**config.mk**
```make
export PLATFORM = sky130hd
export DESIGN_NAME = rau_sequencer
export DESIGN_NICKNAME = d
export VERILOG_FILES = /design/src/hw/rtl/rau_pkg.sv /design/src/hw/rtl/rau_sequencer.sv
export SDC_FILE = /design/constraint.sdc
export NUM_CORES = 1
export LEC_CHECK = 0
export BUFFER_PORTS_ARGS = -buffer_cell sky130_fd_sc_hd__buf_2
export CAP_MARGIN = 0
export CORE_AREA = 2 2 39 41
export DETAILED_ROUTE_END_ITERATION = 10
export DIE_AREA = 0 0 41 43
export HOLD_SLACK_MARGIN = 0.15
export PLACE_DENSITY = 0.77
export SYNTH_ARGS = -nofsm -noshare
export SYNTH_HDL_FRONTEND = slang
export SYNTH_SLANG_ARGS = --single-unit
```
**constraint.sdc**
```tcl
create_clock -name clock -period 3.4 [get_ports clock]
set_clock_uncertainty 0.2 [all_clocks]
set_input_delay 0.68 -clock clock [delete_from_list [all_inputs] [get_ports clock]]
set_output_delay 0.68 -clock clock [all_outputs]
set_load 0.1 [all_outputs]
```
**src/hw/rtl/rau_pkg.sv**
```systemverilog
// shared types and constants for the rational arithmetic unit
package rau_pkg;
   localparam int WordBits = 32;
   localparam int WideBits = 64;

   typedef enum logic [2:0] {
      MODE_ADD = 3'd0,
      MODE_SUB = 3'd1,
      MODE_MUL = 3'd2,
      MODE_DIV = 3'd3,
      MODE_CMP = 3'd4
   } mode_type;

   localparam logic [1:0] ST_OK   = 2'd0;
   localparam logic [1:0] ST_OVF  = 2'd1;
   localparam logic [1:0] ST_ZERO = 2'd2;

   localparam logic [1:0] ORD_LT = 2'd0;
   localparam logic [1:0] ORD_EQ = 2'd1;
   localparam logic [1:0] ORD_GT = 2'd2;

   typedef enum logic [3:0] {
      S_IDLE,
      S_MUL1,
      S_MUL2,
      S_SUM,
      S_GCD_INIT,
      S_GCD_SH,
      S_GCD_A,
      S_GCD_LOOP,
      S_DIV_NUM,
      S_DIV_DEN,
      S_CHECK,
      S_DONE
   } state_type;

   // sequencer to datapath control
   typedef struct packed {
      logic load;
      logic mul1;
      logic mul2;
      logic sum;
      logic gcd_init;
      logic gcd_sh;
      logic gcd_a;
      logic gcd_loop;
      logic div_start_num;
      logic div_start_den;
      logic check;
   } ctrl_type;

   // datapath to sequencer status
   typedef struct packed {
      logic in_err;
      logic is_cmp;
      logic mag_zero;
      logic both_even;
      logic a_even;
      logic gcd_done;
      logic div_busy;
   } stat_type;
endpackage

```
**src/hw/rtl/rau_sequencer.sv**
```systemverilog
// sequencer stepping the shared datapath through one item
module rau_sequencer (
   input  logic              clock,
   input  logic              reset,
   input  logic              req_valid,
   output logic              req_stall,
   output logic              rsp_valid,
   input  logic              rsp_stall,
   input  rau_pkg::stat_type stat,
   output rau_pkg::ctrl_type ctrl
);
   rau_pkg::state_type state_ff, state_in;

   always_comb begin
      state_in = state_ff;
      unique case (state_ff)
         rau_pkg::S_IDLE:     if (req_valid) state_in = rau_pkg::S_MUL1;
         rau_pkg::S_MUL1:     state_in = stat.in_err ? rau_pkg::S_DONE : rau_pkg::S_MUL2;
         rau_pkg::S_MUL2:     state_in = rau_pkg::S_SUM;
         rau_pkg::S_SUM:      state_in = stat.is_cmp ? rau_pkg::S_DONE : rau_pkg::S_GCD_INIT;
         rau_pkg::S_GCD_INIT: state_in = stat.mag_zero ? rau_pkg::S_DONE : rau_pkg::S_GCD_SH;
         rau_pkg::S_GCD_SH:   if (!stat.both_even) state_in = rau_pkg::S_GCD_A;
         rau_pkg::S_GCD_A:    if (!stat.a_even) state_in = rau_pkg::S_GCD_LOOP;
         rau_pkg::S_GCD_LOOP: if (stat.gcd_done) state_in = rau_pkg::S_DIV_NUM;
         rau_pkg::S_DIV_NUM:  if (!stat.div_busy) state_in = rau_pkg::S_DIV_DEN;
         rau_pkg::S_DIV_DEN:  if (!stat.div_busy) state_in = rau_pkg::S_CHECK;
         rau_pkg::S_CHECK:    state_in = rau_pkg::S_DONE;
         rau_pkg::S_DONE:     if (!rsp_stall) state_in = rau_pkg::S_IDLE;
         default:             state_in = rau_pkg::S_IDLE;
      endcase
   end

   logic div_started_ff;
   always_comb begin
      ctrl = '0;
      unique case (state_ff)
         rau_pkg::S_IDLE:     ctrl.load = req_valid;
         rau_pkg::S_MUL1:     ctrl.mul1 = 1'b1;
         rau_pkg::S_MUL2:     ctrl.mul2 = 1'b1;
         rau_pkg::S_SUM:      ctrl.sum = 1'b1;
         rau_pkg::S_GCD_INIT: ctrl.gcd_init = !stat.mag_zero;
         rau_pkg::S_GCD_SH:   ctrl.gcd_sh = stat.both_even;
         rau_pkg::S_GCD_A:    ctrl.gcd_a = stat.a_even;
         rau_pkg::S_GCD_LOOP: begin
            ctrl.gcd_loop = !stat.gcd_done;
            ctrl.div_start_num = stat.gcd_done;
         end
         rau_pkg::S_DIV_NUM:  ctrl.div_start_den = !stat.div_busy;
         rau_pkg::S_CHECK:    ctrl.check = 1'b1;
         default:             ctrl = '0;
      endcase
   end

   // div_den wait: started the cycle before, busy rises next cycle
   always_ff @(posedge clock) begin
      if (reset) begin
         state_ff <= rau_pkg::S_IDLE;
         div_started_ff <= 1'b0;
      end else begin
         state_ff <= state_in;
         div_started_ff <= ctrl.div_start_num | ctrl.div_start_den;
      end
   end

   assign req_stall = state_ff != rau_pkg::S_IDLE;
   assign rsp_valid = state_ff == rau_pkg::S_DONE && !div_started_ff;
endmodule

```
==> flow_summary.ini <==
[status]
status = finished, final reports clean

[setup_path]
endpoint_kind = primary output
cp-start-kind = flop
path_max_fanout = 21
slowest_stage = dfxtp_1
critPathKind = flop to primary output
critPathMaxStageDelay_ns = 0.73
path_cells = nor2b_1 > and3_2 > buf_2
cp_num_buf_inv = 1
worstPathArrival_ns = 1.93
cp_top_family = flip-flops
crit_required_ns = 2.52

[synth]
synth.distinct_cells = 36
syn_nets = 91
synth.avg_cell_area_um2 = 6.71
ys_seq_area_share_pct = 18.6
netlist_area_um2 = 537
synthCells = 80
synth-seq-cells = 5
ys_warn_count = 0

[finish]
utilization_pct = 49.6
fin_nets = 113
layout.cells.non_filler = 117
final_layout_size_suffix_gt1_share_pct = 37.6
area_growth_pct = 28.0
insertedDiodeCount = 0

[sta]
layout_min_cycle_time_ns = 2.81
fin_crit_sh_pct = 82.7
fmax_ghz = 0.356
setup_viol = 0
report.final.slew_viol_count = 0
worst_pin_slew_ns = 0.649
rsz0062_at_grt = false
hold_violations = 0
slew_headroom_pct = 56.7
setup-tns-final_ns = 0

[drt]
drt-vias-per-instance = 5.65
drtIter0Drc = 9
wirelength_um = 1450
routed-via-count = 661
postRouteAntennaNets = 0
routedWlPerCell_um = 12.4
drc_errors = 0
firstDrtPassIters = 4

[clock_network]
root_buffer = clkbuf_4
cts_sinks = 5
postCtsSetupRepairBufs = 0
cts_resized = 0
clk_latency_ns = 0.24
numCtsBuffers = 3
cts_tree = yes
hold_buffers = 0
cts_max_level = 1
path_clk_slew_ns = 0.04
cts.path.max_buffers = 2

[floorplan]
die_x_um = 41
rows = 14
dieArea_um2 = 1760
ios = 24
start_util_pct = 38.8
die_h_um = 43
coreArea_um2 = 1380

[power]
p_per_area_nw_per_um2 = 671
ir_drop_mv = 0.266
power.total_uw = 461
p_leak_nw = 0.313

[grt]
gr-usage-all-layers_pct = 19.6
grt.met3_usage_pct = 6.28
grt_start_max_net_pins = 22
use_met1_pct = 25.1
grt_pass1_wl_um = 2430
grt_antenna_before_repair = 0
grt_busiest_layer = met2
met2_usage_pct = 30.9
grt_pass1_vias = 587
overflow = 0

[place]
port_buffers = 23
dpl.cell_count = 113
globalplace.congestion = 0.802
dp_hpwl_um = 1100

[job]
drv_cap = 0

[hold_path]
hp-class = input port to flop
metrics by stage:
stage               setup slack (ns)  hold WS (ns)  area, um2
global route                   0.402         0.480        687
global placement               0.871         0.572        661
detailed placement             0.832         0.571        661
finish                         0.589         0.483        687
floorplan                     -0.108         0.413        563
CTS                            0.572         0.468        687
area by class of cell:
type,count,area [um2]
fill,151,697
multi-input combinational,68,422
timing repair buffer,23,115
sequential,5,100
clock buffer,4,26.3
tap,16,20.0
inverter,1,3.75
cell usage in the layout, fill, tap and decap left out, drive strengths merged, types with 2 or more instances in the layout:
cell,instances
nor3,4
nor2,9
nand2b,2
and3,3
clkbuf,4
nand4b,2
dfxtp,5
a21oi,7
nor2b,3
nand2,13
o21ai,6
buf,23
kinds of logic after synthesis:
kind of cell           synth area share [%]
and+or+nand+nor                        49.4
AOI/OAI and AO/OA                      24.2
buffers and inverters                  7.69
DFF                                    18.6
flip-flops by register name (all words and copies together), names as in the netlist:
register and flops:
div_started_ff 1, state_ff 4
Yosys cell counts:
cell,number,area [um2]
nand4b_1,2,17.5
and3_2,2,15.0
and2b_1,1,7.51
nand3_1,1,5.00
and3b_1,1,8.76
buf_2,3,15.0
nand4bb_1,1,11.3
o21ai_0,6,30.0
nor4bb_1,1,10.0
nor2b_2,1,8.76
and4b_1,1,10.0
or4_1,1,7.51
and3_1,1,6.26
a211o_1,1,8.76
nor2b_1,2,12.5
a21boi_0,1,7.51
nand2b_1,2,12.5
a211oi_1,1,7.51
inv_2,1,3.75
a32oi_1,1,8.76
and2_4,1,8.76
a311oi_1,1,8.76
buf_4,1,7.51
nand2_1,13,48.8
nor3_1,4,20.0
or3_1,1,6.26
o21ba_2,1,10.0
a31oi_1,1,6.26
and4_1,1,8.76
nor2_1,9,33.8
or2_2,1,6.26
o211ai_1,1,7.51
clkbuf_1,1,3.75
a21oi_1,7,35.0
dfxtp_1,5,100
buf_6,1,11.3
path summary, 6_finish.rpt:
path | from | endpoint | slack [ns] | cells after the start
setup / recovery | state_ff[1]$_SDFFE_PP0P_ | ctrl[2] | 0.59 | 3
hold / removal | reset | state_ff[1]$_SDFFE_PP0P_ | 0.48 | 2
setup reg to reg | state_ff[0]$_SDFFE_PP0P_ | state_ff[1]$_SDFFE_PP0P_ | 1.37 | 5
hold reg to reg | state_ff[2]$_SDFFE_PP0P_ | state_ff[2]$_SDFFE_PP0P_ | 0.59 | 2
per-layer routing:
layer / vias up / share of wire (%) / wire length (um)
li1: 333 / - / -
met1: 305 / 41 / 596
met2: 23 / 52 / 758
met3: 0 / 6.4 / 92
met4: 0 / 0 / 0
met5: - / 0 / 0
where the power goes:
part | internal (mW) | switching (mW)
Clock | 0.0442 | 0.0217
Combinational | 0.0721 | 0.211
Sequential | 0.0683 | 0.0435
(Power assumes the default switching activity.)
